File: src/sv/wsc_pkg.sv
`timescale 1ns / 1ps
// ----------------------------------------------------------------------------
// wsc_pkg: shared types and constants
// Widths, register indexes, status codes and scan phases of the wildcard
// byte signature scanner.
// ----------------------------------------------------------------------------
package wsc_pkg;

   // Field widths
   localparam int BYTE_W    = 8;
   localparam int ADDR_W    = 64;
   localparam int STATUS_W  = 2;
   localparam int POS_W     = 32;
   localparam int CSR_IDX_W = 3;
   localparam int CSR_DAT_W = 64;
   localparam int MASK_W    = 16;
   localparam int LEN_W     = 5;
   localparam int OFFS_W    = 6;

   // Pattern registers hold at most this many bytes
   localparam int REG_PATTERN_BYTES = 16;
   // rel32 field size in bytes
   localparam int FIELD_BYTES = 4;

   // Register indexes
   localparam logic [CSR_IDX_W-1:0] REG_IMAGE_BASE    = 3'd0;
   localparam logic [CSR_IDX_W-1:0] REG_PATTERN_LOW   = 3'd1;
   localparam logic [CSR_IDX_W-1:0] REG_PATTERN_HIGH  = 3'd2;
   localparam logic [CSR_IDX_W-1:0] REG_WILDCARD_MASK = 3'd3;
   localparam logic [CSR_IDX_W-1:0] REG_PATTERN_LEN   = 3'd4;
   localparam logic [CSR_IDX_W-1:0] REG_RESOLVE       = 3'd5;
   localparam logic [CSR_IDX_W-1:0] REG_FIELD_OFFSET  = 3'd6;

   // Result status codes
   localparam logic [STATUS_W-1:0] STATUS_NOT_FOUND = 2'd0;
   localparam logic [STATUS_W-1:0] STATUS_FOUND     = 2'd1;
   localparam logic [STATUS_W-1:0] STATUS_TRUNCATED = 2'd2;

   // Scan phase within one image
   typedef enum logic [1:0] {
      PH_SEARCH,
      PH_WAIT,
      PH_DONE
   } phase_type;

endpackage

File: src/sv/wsc_req_if.sv
`timescale 1ns / 1ps
// ----------------------------------------------------------------------------
// wsc_req_if: image byte channel
// One image byte per transaction, with an end-of-image flag.
// ----------------------------------------------------------------------------
interface wsc_req_if;
   logic                       valid;
   logic                       ready;
   logic [wsc_pkg::BYTE_W-1:0] image_byte;
   logic                       last_byte;

   modport source (output valid, output image_byte, output last_byte, input ready);
   modport sink   (input valid, input image_byte, input last_byte, output ready);
endinterface

File: src/sv/wsc_rsp_if.sv
`timescale 1ns / 1ps
// ----------------------------------------------------------------------------
// wsc_rsp_if: scan result channel
// One status and address per image.
// ----------------------------------------------------------------------------
interface wsc_rsp_if;
   logic                         valid;
   logic                         ready;
   logic [wsc_pkg::STATUS_W-1:0] scan_status;
   logic [wsc_pkg::ADDR_W-1:0]   result_address;

   modport source (output valid, output scan_status, output result_address, input ready);
   modport sink   (input valid, input scan_status, input result_address, output ready);
endinterface

File: src/sv/wsc_csr_if.sv
`timescale 1ns / 1ps
// ----------------------------------------------------------------------------
// wsc_csr_if: register write channel
// Register index and write data per transaction.
// ----------------------------------------------------------------------------
interface wsc_csr_if;
   logic                          valid;
   logic                          ready;
   logic [wsc_pkg::CSR_IDX_W-1:0] index;
   logic [wsc_pkg::CSR_DAT_W-1:0] data;

   modport source (output valid, output index, output data, input ready);
   modport sink   (input valid, input index, input data, output ready);
endinterface

File: src/sv/wildcard_byte_signature_scanner.sv
`timescale 1ns / 1ps
// ----------------------------------------------------------------------------
// wildcard_byte_signature_scanner: masked byte pattern search
// Streams an image byte by byte, finds the first masked pattern match and
// reports its address or the resolved rel32 target.
// ----------------------------------------------------------------------------
// Takes one image byte per clock unless results stall, and gives exactly one
// result per image. A byte is captured in an input register and evaluated
// by a single compare stage against a history line of the most recent
// pattern-sized bytes; the result lands in an output register. Throughput
// is one byte per cycle, limited only by that compare stage and by
// backpressure on the result channel. Found is reported on the byte
// completing the match (plain mode, or resolve mode with the field inside
// the pattern) or on the last byte of a rel32 field beyond it; otherwise the
// byte flagged last gives not found or truncated. Bytes after a found result
// are consumed silently until the last byte. Register writes are accepted
// every cycle and should only be issued while no transaction is in flight.
module wildcard_byte_signature_scanner #(
   parameter int PATTERN_MAX = 16
) (
   input  logic      clock,
   input  logic      reset,
   wsc_req_if.sink   req_chan,
   wsc_rsp_if.source rsp_chan,
   wsc_csr_if.sink   csr_chan
);

   // Usable pattern bytes and history depth (rel32 field needs four taps)
   localparam int CAP   = (PATTERN_MAX < wsc_pkg::REG_PATTERN_BYTES) ?
                          PATTERN_MAX : wsc_pkg::REG_PATTERN_BYTES;
   localparam int WIN   = (CAP < wsc_pkg::FIELD_BYTES) ? wsc_pkg::FIELD_BYTES : CAP;
   localparam int WIN_W = $clog2(WIN);
   localparam int LEN_W = wsc_pkg::LEN_W;
   localparam int POS_W = wsc_pkg::POS_W;
   localparam int ADDR_W = wsc_pkg::ADDR_W;
   localparam logic [LEN_W-1:0] CAP_LEN = LEN_W'(CAP);
   localparam logic [LEN_W-1:0] FIELD_LAST = LEN_W'(wsc_pkg::FIELD_BYTES - 1);

   // Configuration registers
   logic [ADDR_W-1:0]              image_base_ff;
   logic [63:0]                    pattern_low_ff;
   logic [63:0]                    pattern_high_ff;
   logic [wsc_pkg::MASK_W-1:0]     wildcard_mask_ff;
   logic [LEN_W-1:0]               pattern_length_ff;
   logic                           resolve_ff;
   logic [wsc_pkg::OFFS_W-1:0]     field_offset_ff;

   // Input stage
   logic                           in_valid_ff;
   logic [wsc_pkg::BYTE_W-1:0]     in_byte_ff;
   logic                           in_last_ff;

   // Scan state
   logic [wsc_pkg::BYTE_W-1:0]     win_ff [WIN];
   logic [wsc_pkg::BYTE_W-1:0]     win_in [WIN];
   logic [POS_W-1:0]               pos_ff, pos_in;
   logic [POS_W-1:0]               ms_ff, ms_in;
   wsc_pkg::phase_type             phase_ff, phase_in;

   // Output stage
   logic                           out_valid_ff;
   logic [wsc_pkg::STATUS_W-1:0]   status_ff, status_in;
   logic [ADDR_W-1:0]              addr_ff, addr_in;

   // Stage control
   logic                           advance;
   logic                           accept;
   logic                           emit;

   // Match datapath
   logic [LEN_W-1:0]               len, len_m1, tap, end_back, fidx;
   logic [127:0]                   pat_bytes;
   logic                           hit, immediate, wait_hit, searchable;
   logic [POS_W-1:0]               pos_next, ms_new, ms_sel;
   logic [31:0]                    raw;
   logic [ADDR_W-1:0]              target;

   assign advance = in_valid_ff && (!out_valid_ff || rsp_chan.ready);
   assign accept  = req_chan.valid && req_chan.ready;

   assign req_chan.ready       = !in_valid_ff || advance;
   assign rsp_chan.valid       = out_valid_ff;
   assign rsp_chan.scan_status = status_ff;
   assign rsp_chan.result_address = addr_ff;
   assign csr_chan.ready       = 1'b1;

   // Register writes
   always_ff @(posedge clock) begin
      if (reset) begin
         image_base_ff     <= '0;
         pattern_low_ff    <= '0;
         pattern_high_ff   <= '0;
         wildcard_mask_ff  <= '0;
         pattern_length_ff <= LEN_W'(1);
         resolve_ff        <= 1'b0;
         field_offset_ff   <= '0;
      end else if (csr_chan.valid) begin
         unique case (csr_chan.index)
            wsc_pkg::REG_IMAGE_BASE:    image_base_ff     <= csr_chan.data;
            wsc_pkg::REG_PATTERN_LOW:   pattern_low_ff    <= csr_chan.data;
            wsc_pkg::REG_PATTERN_HIGH:  pattern_high_ff   <= csr_chan.data;
            wsc_pkg::REG_WILDCARD_MASK: wildcard_mask_ff  <= csr_chan.data[wsc_pkg::MASK_W-1:0];
            wsc_pkg::REG_PATTERN_LEN:   pattern_length_ff <= csr_chan.data[LEN_W-1:0];
            wsc_pkg::REG_RESOLVE:       resolve_ff        <= csr_chan.data[0];
            wsc_pkg::REG_FIELD_OFFSET:  field_offset_ff   <= csr_chan.data[wsc_pkg::OFFS_W-1:0];
            default: ;
         endcase
      end
   end

   // Effective pattern length: zero means one, clamp to capacity
   always_comb begin
      len = pattern_length_ff;
      if (len == '0) len = LEN_W'(1);
      if (len > CAP_LEN) len = CAP_LEN;
      len_m1 = len - LEN_W'(1);
   end

   // New byte enters the history line at tap 0 (newest)
   always_comb begin
      win_in[0] = in_byte_ff;
      for (int k = 1; k < WIN; k++) win_in[k] = win_ff[k-1];
   end

   // Masked compare: pattern byte j sits len-1-j taps back
   assign pat_bytes = {pattern_high_ff, pattern_low_ff};
   always_comb begin
      hit = 1'b1;
      tap = '0;
      for (int j = 0; j < CAP; j++) begin
         tap = len_m1 - LEN_W'(j);
         if ((LEN_W'(j) < len) && !wildcard_mask_ff[j] &&
             (win_in[tap[WIN_W-1:0]] != pat_bytes[8*j +: 8])) begin
            hit = 1'b0;
         end
      end
   end

   // Positions and rel32 field gathering
   assign pos_next   = pos_ff + POS_W'(1);
   assign searchable = pos_next >= POS_W'(len);
   assign ms_new     = pos_next - POS_W'(len);
   assign ms_sel     = (phase_ff == wsc_pkg::PH_SEARCH) ? ms_new : ms_ff;
   assign immediate  = ({1'b0, field_offset_ff} + 7'(FIELD_LAST)) <= 7'(len_m1);
   assign wait_hit   = pos_ff == (ms_ff + POS_W'(field_offset_ff) + POS_W'(FIELD_LAST));
   // Field end is len-1-offset-3 taps back when inside the pattern, else newest
   assign end_back   = immediate ? (len_m1 - LEN_W'(field_offset_ff) - FIELD_LAST) : '0;

   always_comb begin
      raw  = '0;
      fidx = '0;
      for (int i = 0; i < wsc_pkg::FIELD_BYTES; i++) begin
         fidx = end_back + FIELD_LAST - LEN_W'(i);
         raw[8*i +: 8] = win_in[fidx[WIN_W-1:0]];
      end
   end

   assign target = image_base_ff + ADDR_W'(ms_sel) + {{32{raw[31]}}, raw} +
                   ADDR_W'(field_offset_ff) + ADDR_W'(wsc_pkg::FIELD_BYTES);

   // Per-byte scan step
   always_comb begin
      phase_in  = phase_ff;
      pos_in    = pos_ff;
      ms_in     = ms_ff;
      emit      = 1'b0;
      status_in = wsc_pkg::STATUS_FOUND;
      addr_in   = target;
      unique case (phase_ff)
         wsc_pkg::PH_SEARCH: begin
            pos_in = pos_next;
            if (searchable && hit) begin
               ms_in = ms_new;
               if (!resolve_ff) begin
                  emit     = 1'b1;
                  addr_in  = image_base_ff + ADDR_W'(ms_new);
                  phase_in = wsc_pkg::PH_DONE;
               end else if (immediate) begin
                  emit     = 1'b1;
                  phase_in = wsc_pkg::PH_DONE;
               end else begin
                  phase_in = wsc_pkg::PH_WAIT;
               end
            end
         end
         wsc_pkg::PH_WAIT: begin
            pos_in = pos_next;
            if (wait_hit) begin
               emit     = 1'b1;
               phase_in = wsc_pkg::PH_DONE;
            end
         end
         default: ;
      endcase
      // End of image: report a miss if nothing was reported, then restart
      if (in_last_ff) begin
         if (!emit && phase_ff != wsc_pkg::PH_DONE) begin
            emit      = 1'b1;
            addr_in   = '0;
            status_in = (phase_in == wsc_pkg::PH_WAIT) ?
                        wsc_pkg::STATUS_TRUNCATED : wsc_pkg::STATUS_NOT_FOUND;
         end
         phase_in = wsc_pkg::PH_SEARCH;
         pos_in   = '0;
         ms_in    = '0;
      end
   end

   // Control registers
   always_ff @(posedge clock) begin
      if (reset) begin
         in_valid_ff  <= 1'b0;
         out_valid_ff <= 1'b0;
         phase_ff     <= wsc_pkg::PH_SEARCH;
         pos_ff       <= '0;
         ms_ff        <= '0;
      end else begin
         if (accept) in_valid_ff <= 1'b1;
         else if (advance) in_valid_ff <= 1'b0;
         if (advance && emit) out_valid_ff <= 1'b1;
         else if (rsp_chan.ready) out_valid_ff <= 1'b0;
         if (advance) begin
            phase_ff <= phase_in;
            pos_ff   <= pos_in;
            ms_ff    <= ms_in;
         end
      end
   end

   // Payload registers
   always_ff @(posedge clock) begin
      if (accept) begin
         in_byte_ff <= req_chan.image_byte;
         in_last_ff <= req_chan.last_byte;
      end
      if (advance && phase_ff != wsc_pkg::PH_DONE) begin
         win_ff <= win_in;
      end
      if (advance && emit) begin
         status_ff <= status_in;
         addr_ff   <= addr_in;
      end
   end

`ifndef SYNTHESIS
   // A found result that is not the image's end leaves the scan done
   assert property (@(posedge clock) disable iff (reset)
      (advance && emit && !in_last_ff) |=> (phase_ff == wsc_pkg::PH_DONE))
      else $error("scan not done after a result");

   // A last byte seen before any result always produces one
   assert property (@(posedge clock) disable iff (reset)
      (advance && in_last_ff && phase_ff != wsc_pkg::PH_DONE) |=> out_valid_ff)
      else $error("image ended without a result");

   // End of image restarts the search at position zero
   assert property (@(posedge clock) disable iff (reset)
      (advance && in_last_ff) |=> (pos_ff == '0 && phase_ff == wsc_pkg::PH_SEARCH))
      else $error("image end did not restart the scan");

   // Misses carry a zero address
   assert property (@(posedge clock) disable iff (reset)
      (out_valid_ff && status_ff != wsc_pkg::STATUS_FOUND) |-> (addr_ff == '0))
      else $error("nonzero address on a miss");
`endif

endmodule

File: src/flat_wrapper.sv
// flat-port wrapper written by rule: the top's interface ports become plain ports
module wildcard_byte_signature_scanner_flat 
#(
   parameter int PATTERN_MAX = 16
)
  (clock, reset, req_chan_valid, req_chan_image_byte, req_chan_last_byte, req_chan_ready, rsp_chan_valid, rsp_chan_scan_status, rsp_chan_result_address, rsp_chan_ready, csr_chan_valid, csr_chan_index, csr_chan_data, csr_chan_ready);
  wsc_req_if req_chan_i ();
  wsc_rsp_if rsp_chan_i ();
  wsc_csr_if csr_chan_i ();
  input  logic clock;
  input  logic reset;
  input wire logic [$bits(req_chan_i.valid)-1:0] req_chan_valid;
  input wire logic [$bits(req_chan_i.image_byte)-1:0] req_chan_image_byte;
  input wire logic [$bits(req_chan_i.last_byte)-1:0] req_chan_last_byte;
  output wire logic [$bits(req_chan_i.ready)-1:0] req_chan_ready;
  output wire logic [$bits(rsp_chan_i.valid)-1:0] rsp_chan_valid;
  output wire logic [$bits(rsp_chan_i.scan_status)-1:0] rsp_chan_scan_status;
  output wire logic [$bits(rsp_chan_i.result_address)-1:0] rsp_chan_result_address;
  input wire logic [$bits(rsp_chan_i.ready)-1:0] rsp_chan_ready;
  input wire logic [$bits(csr_chan_i.valid)-1:0] csr_chan_valid;
  input wire logic [$bits(csr_chan_i.index)-1:0] csr_chan_index;
  input wire logic [$bits(csr_chan_i.data)-1:0] csr_chan_data;
  output wire logic [$bits(csr_chan_i.ready)-1:0] csr_chan_ready;
  assign req_chan_i.valid = req_chan_valid;
  assign req_chan_i.image_byte = req_chan_image_byte;
  assign req_chan_i.last_byte = req_chan_last_byte;
  assign req_chan_ready = req_chan_i.ready;
  assign rsp_chan_valid = rsp_chan_i.valid;
  assign rsp_chan_scan_status = rsp_chan_i.scan_status;
  assign rsp_chan_result_address = rsp_chan_i.result_address;
  assign rsp_chan_i.ready = rsp_chan_ready;
  assign csr_chan_i.valid = csr_chan_valid;
  assign csr_chan_i.index = csr_chan_index;
  assign csr_chan_i.data = csr_chan_data;
  assign csr_chan_ready = csr_chan_i.ready;
  wildcard_byte_signature_scanner #(.PATTERN_MAX(PATTERN_MAX)) u_core (.clock(clock), .reset(reset), .req_chan(req_chan_i), .rsp_chan(rsp_chan_i), .csr_chan(csr_chan_i));
endmodule
File: config.mk
export PLATFORM = sky130hd
export DESIGN_NAME = wildcard_byte_signature_scanner_flat
export DESIGN_NICKNAME = d
export VERILOG_FILES = /design/src/sv/wsc_pkg.sv /design/src/sv/wsc_req_if.sv /design/src/sv/wsc_rsp_if.sv /design/src/sv/wsc_csr_if.sv /design/src/sv/wildcard_byte_signature_scanner.sv /design/src/flat_wrapper.sv
export SDC_FILE = /design/constraint.sdc
export NUM_CORES = 2
export LEC_CHECK = 0
export ABC_AREA = 1
export BUFFER_PORTS_ARGS = -buffer_cell sky130_fd_sc_hd__buf_2
export CORE_MARGIN = 1
export CORE_UTILIZATION = 55
export DETAILED_ROUTE_END_ITERATION = 16
export PLACE_DENSITY = 0.82
export RECOVER_POWER = 100
export SYNTH_ARGS = -nofsm -noshare
export SYNTH_HDL_FRONTEND = slang
export SYNTH_SLANG_ARGS = --single-unit
File: constraint.sdc
create_clock -name clock -period 29.7 [get_ports clock]
set_input_delay 1.485 -clock clock [delete_from_list [all_inputs] [get_ports clock]]
set_output_delay 1.485 -clock clock [all_outputs]
set_load 0.01 [all_outputs]
== Word-level counts from Yosys, hierarchy flattened ==
Cells that the tools add are included.
Word-level totals
  input bits: 81
  output and inout bits: 69
  bits in registers: 483
  word-level logic and storage cells: 334
Operators by class
  bitwise operators: 20
  add/sub/neg operators: 32
  magnitude comparators: 39
  mux-type cells: 108
  equal/unequal tests: 26
  reduce and logical (&&, ||, !) cells: 78
Operator list (count)
  8-bit binary-select mux with 4-bit select: 20
  64-bit 2-to-1 mux: 5
  8-bit 2-to-1 mux: 40
  32-bit 2-to-1 mux: 6
  64-bit by 32-bit adder with 64-bit output: 2
  8-bit != test: 16
  5-bit greater-or-equal comparator, second input constant: 20
  4-bit NOT with 5-bit output: 20
  64-bit by 3-bit adder with 64-bit output, second input constant: 1
  64-bit by 6-bit adder with 64-bit output: 1
  64-bit adder: 1
  4-bit by 5-bit less-than comparator with 1-bit output, first input constant: 8
  1-bit logical AND: 38
  32-bit by 1-bit adder with 32-bit output, second input constant: 1
  32-bit by 2-bit adder with 32-bit output, second input constant: 1
  32-bit by 6-bit adder with 32-bit output: 1
  32-bit equality test: 1
  32-bit by 5-bit greater-or-equal comparator with 1-bit output: 1
  32-bit by 5-bit subtractor with 32-bit output: 1
  4-bit subtractor, second input constant: 8
  1-bit 2-to-1 mux: 26
  3-bit by 5-bit less-than comparator with 1-bit output, first input constant: 4
  4-bit by 2-bit subtractor with 4-bit output, second input constant: 5
  1-bit zero test: 19
  other kinds (28): 57

== Logic depth before layout (Yosys ltp) ==
  depth after elaboration: 36
  depth in mapped cells: 56
  gate-level depth less buffers: 47

== Least setup slack after synthesis ==
Ideal clock, no wire load.
  path kind: reg-to-reg
  start point: register u_core.pattern_length_ff[4]
  end point: register u_core.addr_ff[58] (netlist: u_core.rsp_chan.result_address[58]) (data pin)
  cell stages (with the launch flop): 52
  clock period less this slack: 9.331 ns
  library setup time: 0.261 ns
  path buffers: 10
  arrival time: 9.070 ns
  setup slack: 20.369 ns
  required time: 29.439 ns
  cells stage by stage: dfxtp_1 nor2_1 nand2_1 nand2_2 nand2_4 buf_4 buf_2 ha_1 inv_1 nand2_1 nand2_2 buf_6 clkbuf_1 ha_1 nand2_1 o21ai_0 o21ai_1 nand3_1 (+16 left out) ha_1 inv_1 fa_1 o21ai_0 a21oi_1 o21ai_0 a21boi_0 o21ai_0 a21boi_0 o21ai_0 nand2_1 nand2_1 nand2_1 o211ai_1 xnor2_1 nand2_1 nand2_1 a21oi_1
On the way
  word-level cells in the longest chain between the ends: 34
  elaborated cells between the ends (all ways): 208
  classes of those cells: 28 x add/sub; 19 x order compare; 16 x eq/ne; 89 x mux; 20 x bitwise; 36 x reduce/logical
RTL lines
  start, declared: RTL line wildcard_byte_signature_scanner.sv:44  | logic [LEN_W-1:0] pattern_length_ff;
  start signal, assigned: RTL line wildcard_byte_signature_scanner.sv:103  | wsc_pkg::REG_PATTERN_LEN: pattern_length_ff <= csr_chan.data[LEN_W-1:0];
  5-bit zero test: RTL line wildcard_byte_signature_scanner.sv:114  | if (len == '0) len = LEN_W'(1);
  5-bit 2-to-1 mux *: RTL line wildcard_byte_signature_scanner.sv:114
  5-bit greater-than comparator: RTL line wildcard_byte_signature_scanner.sv:115  | if (len > CAP_LEN) len = CAP_LEN;
  5-bit 2-to-1 mux *: RTL line wildcard_byte_signature_scanner.sv:115
  branches (longest 29 deep; another with 64-bit adder)
  64-bit 2-to-1 mux *: RTL line wildcard_byte_signature_scanner.sv:196  | if (in_last_ff) begin
  named net u_core.addr_in[58]: RTL line wildcard_byte_signature_scanner.sv:63  | logic [ADDR_W-1:0] addr_ff, addr_in;
  end signal, assigned: RTL line wildcard_byte_signature_scanner.sv:241  | addr_ff <= addr_in;
  end, declared: RTL line wildcard_byte_signature_scanner.sv:63
Mark *: on every way through the listed nets, which the timed path passes. The select of a mux whose other input is x is not followed.
A chain may end at the register's enable or synchronous reset.

== Worst setup path after layout ==
  start point: register u_core.pattern_length_ff[4]
  end point: register u_core.addr_ff[50] (netlist: u_core.rsp_chan.result_address[50]) (data pin)
Same word-level chain as after synthesis.

==> impl_metrics.json <==
{
  "status": "complete, but fails checks",
  "violations": "max-capacitance violations, max-slew violations",
  "grt_util_all_layers": 0.506,
  "yosysTopAreaCellShare": 0.160,
  "grt_antenna_before_repair": 12,
  "drv_slew": 971,
  "start_util": 0.557,
  "cap_violations": 19,
  "grt_pass1_vias": 43900,
  "place_congestion": 1.14,
  "synth_edf_count": 195,
  "tightest_slew_ns": 4.00,
  "r2r-end": "u_core.rsp_chan.result_address[50]",
  "finalSetupViolCount": 0,
  "relSlewSlack": -1.67,
  "p_sw_frac": 0.539,
  "cts-htree-levels": 2,
  "syn_area_um2": 43300,
  "die-height_um": 283,
  "cts_max_path_buffers": 3,
  "crit_top_cell": "nand2_1",
  "ir_drop_mv": 0.0854,
  "hold_viol": 0,
  "dp_cells": 7624,
  "utilization": 0.596,
  "synth_fp_nets": 7102,
  "cts_tree": "built",
  "cellPowerDensity_nw_per_um2": 107,
  "leakagePower_nw": 21.8,
  "synthDistinctLibCells": 61,
  "path_class": "register to register",
  "cp_slowest_cell": "clkbuf_1",
  "reg2reg_from": "u_core.pattern_length_ff[4]",
  "cts_inserted_buffers": 56,
  "r2r_cells": 37,
  "grt_pass1_wl_um": 292000,
  "cts.sinks": 483,
  "required_ns": 30.11,
  "pre_cts_ws_ns": 18.06,
  "placementRows": 102,
  "cts_root_buffer": "clkbuf_16",
  "viasPerCell": 6.27,
  "p_sw_mw": 2.66,
  "drc": 0,
  "num_io_pins": 150,
  "dominantRegCellSynth": "dfxtp_1",
  "max_freq_mhz": 51.3,
  "ys_warn_count": 0,
  "place_area_um2": 44500,
  "power_frac_comb": 0.681,
  "clk_latency_ns": 0.69,
  "antenna_left": 0,
  "fin_setup_tns_ns": 0,
  "cts_resized": 0,
  "grt_max_degree": 115,
  "grt_overflow_total": 0,
  "finalNonFillerCells": 7748,
  "pwr-share-clk": 0.155,
  "arrival_ns": 19.90,
  "place_hpwl_um": 160000,
  "vias": 48600,
  "crit_end": "u_core.rsp_chan.result_address[50]",
  "post-route-period-util": 0.656,
  "area.growth.synth_to_final_pct": 6.89,
  "async_flop_share": 0,
  "fin_ws_ns": 10.21,
  "rsz0062_at_grt": "no",
  "dieArea_um2": 79900,
  "ys_ff_latch": 483,
  "max_stage_delay_ns": 1.59,
  "drtIter0Drc": 6589,
  "crit_start": "u_core.pattern_length_ff[4]",
  "crit_fanout": 64,
  "cts_setup_buffers": 0,
  "synth_area_leaders": "nand2_1, edfxtp_1, dfxtp_1, nand3_1, ha_1",
  "synth_cells": 6695,
  "min_path_type": "register to register",
  "clk_pin_slew_ns": 0.06,
  "worst-r2r-setup-slack_ns": 10.21,
  "seq_area_frac_synth": 0.268,
  "totalWireLength_um": 206000,
  "core_area_um2": 77700,
  "worstSetupEndpointType": "register",
  "drive_above_1_share": 0.0432,
  "power_frac_seq": 0.164,
  "drt_first_pass_iters": 9,
  "final_nets": 7050,
  "hold_ws_ns": 0.448,
  "syn_avg_cell_area_um2": 6.47,
  "start_kind": "register",
  "wl_per_cell_um": 26.6,
  "yosysTopAreaCell": "nand2_1",
  "io_buffer_count": 148,
  "min_period_ns": 19.49,
  "hold_buffers": 0,
  "fin_skew_ns": 0.0315,
  "die_w_um": 283,
  "final_area_um2": 46300,
  "power_mw": 4.93,
  "p_int_mw": 2.27
}
-- cell type report --
class	count	area, µm²
clock buffer	74	1600
clock inverter	31	360
sequential	483	11600
tap	1040	1300
multi-input combinational	5252	27900
fill	7625	31400
antenna	18	45.0
inverter	647	2430
timing repair buffer	203	1020
-- worst min-delay path by stage --
stage / from / slack (ns) / end / cells past startpoint
floorplan: u_core.win_ff[119] / 0.43 / u_core.win_ff[111] / 0
global placement: u_core.win_ff[71] / 0.43 / u_core.win_ff[63] / 0
detailed placement: u_core.win_ff[71] / 0.44 / u_core.win_ff[63] / 0
CTS: u_core.win_ff[71] / 0.45 / u_core.win_ff[63] / 0
global route: u_core.win_ff[71] / 0.45 / u_core.win_ff[63] / 0
finish: u_core.win_ff[71] / 0.45 / u_core.win_ff[63] / 0
-- per-layer routing --
metal / vias to the layer above / global-route usage / routed length (µm)
met4: 2 / 0.530 / 26700
met5: - / 0.00794 / 69
li1: 22200 / - / -
met1: 21900 / 0.539 / 68100
met3: 1054 / 0.169 / 24900
met2: 3469 / 0.762 / 86000
-- power by group through the flow --
stage	clock (mW)	combinational, mW	sequential [mW]
finish	0.763	3.36	0.810
detailed placement	0	3.20	0.820
floorplan	0	2.19	0.819
global route	0.784	3.64	0.812
CTS	0.755	3.23	0.806
global placement	0	3.18	0.819
-- cell families (layout without fill, tap and decap cells) --
kind of cell / Yosys count / in the layout / share of synthesized area
simple gates: 3552 / 3552 / 0.350
flops: 483 / 483 / 0.268
mux: 19 / 19 / 0.00439
fa+ha+maj: 326 / 326 / 0.101
compound gates: 1097 / 1097 / 0.136
xor+xnor: 257 / 257 / 0.0528
other cells: 1 / 19 / 0.0000866
buf+inv: 960 / 955 / 0.0872
-- cell usage in the layout (no fill, tap or decap), types with 9 or more instances in the layout --
cell type / n
a21o_1: 11
a21oi_1: 384
a31oi_1: 24
buf_2: 80
buf_4: 42
clkbuf_1: 89
clkbuf_16: 59
clkinv_1: 10
clkinv_2: 11
dfxtp_1: 288
diode_2: 18
edfxtp_1: 195
fa_1: 42
ha_1: 283
inv_1: 628
inv_2: 11
mux2i_1: 19
nand2_1: 1849
nand2_2: 11
nand3_1: 879
nand3b_1: 65
nand4_1: 50
nor2_1: 568
nor3_1: 47
nor4_1: 31
o211ai_1: 46
o21a_1: 16
o21ai_0: 540
o21ai_1: 15
o22ai_1: 12
o31ai_1: 9
or2_2: 25
xnor2_1: 71
xor2_1: 182
-- worst max-delay path, delay by kind of cell, from the launching register on --
kind | cells | cell delay (ns)
AND/OR/NAND/NOR | 12 | 5.42
buffers and inverters | 6 | 5.24
AO/OA/AOI/OAI | 11 | 4.72
adder cells (fa/ha/maj) | 7 | 3.14
flip-flops | 1 | 0.40
XOR/XNOR | 1 | 0.18
-- Yosys cell counts (16+ instances only) --
cell type,n
fa_1,42
nand3_1,880
nand3b_1,65
clkbuf_1,196
dfxtp_1,288
o211ai_1,46
nand2_1,1846
o21ai_0,517
or2_2,25
a31oi_1,24
xor2_1,182
mux2i_1,19
nor3_1,47
ha_1,284
nor2_1,571
buf_1,29
nor4_1,31
o21a_1,16
xnor2_1,72
nand4_1,50
inv_1,628
edfxtp_1,195
a21oi_1,384
buf_2,69
o21ai_1,37
-- state kept, by name, summed over array words and instances (netlist names) --
register,flops
u_core.field_offset_ff,6
u_core.image_base_ff,64
u_core.in_byte_ff,8
u_core.in_last_ff,1
u_core.in_valid_ff,1
u_core.ms_ff,32
u_core.pattern_high_ff,64
u_core.pattern_length_ff,5
u_core.pattern_low_ff,64
u_core.phase_ff,2
u_core.pos_ff,32
u_core.resolve_ff,1
u_core.rsp_chan.result_address,64
u_core.rsp_chan.scan_status,2
u_core.rsp_chan.valid,1
u_core.wildcard_mask_ff,16
u_core.win_ff,120
Power figures use the tool's default switching activity.
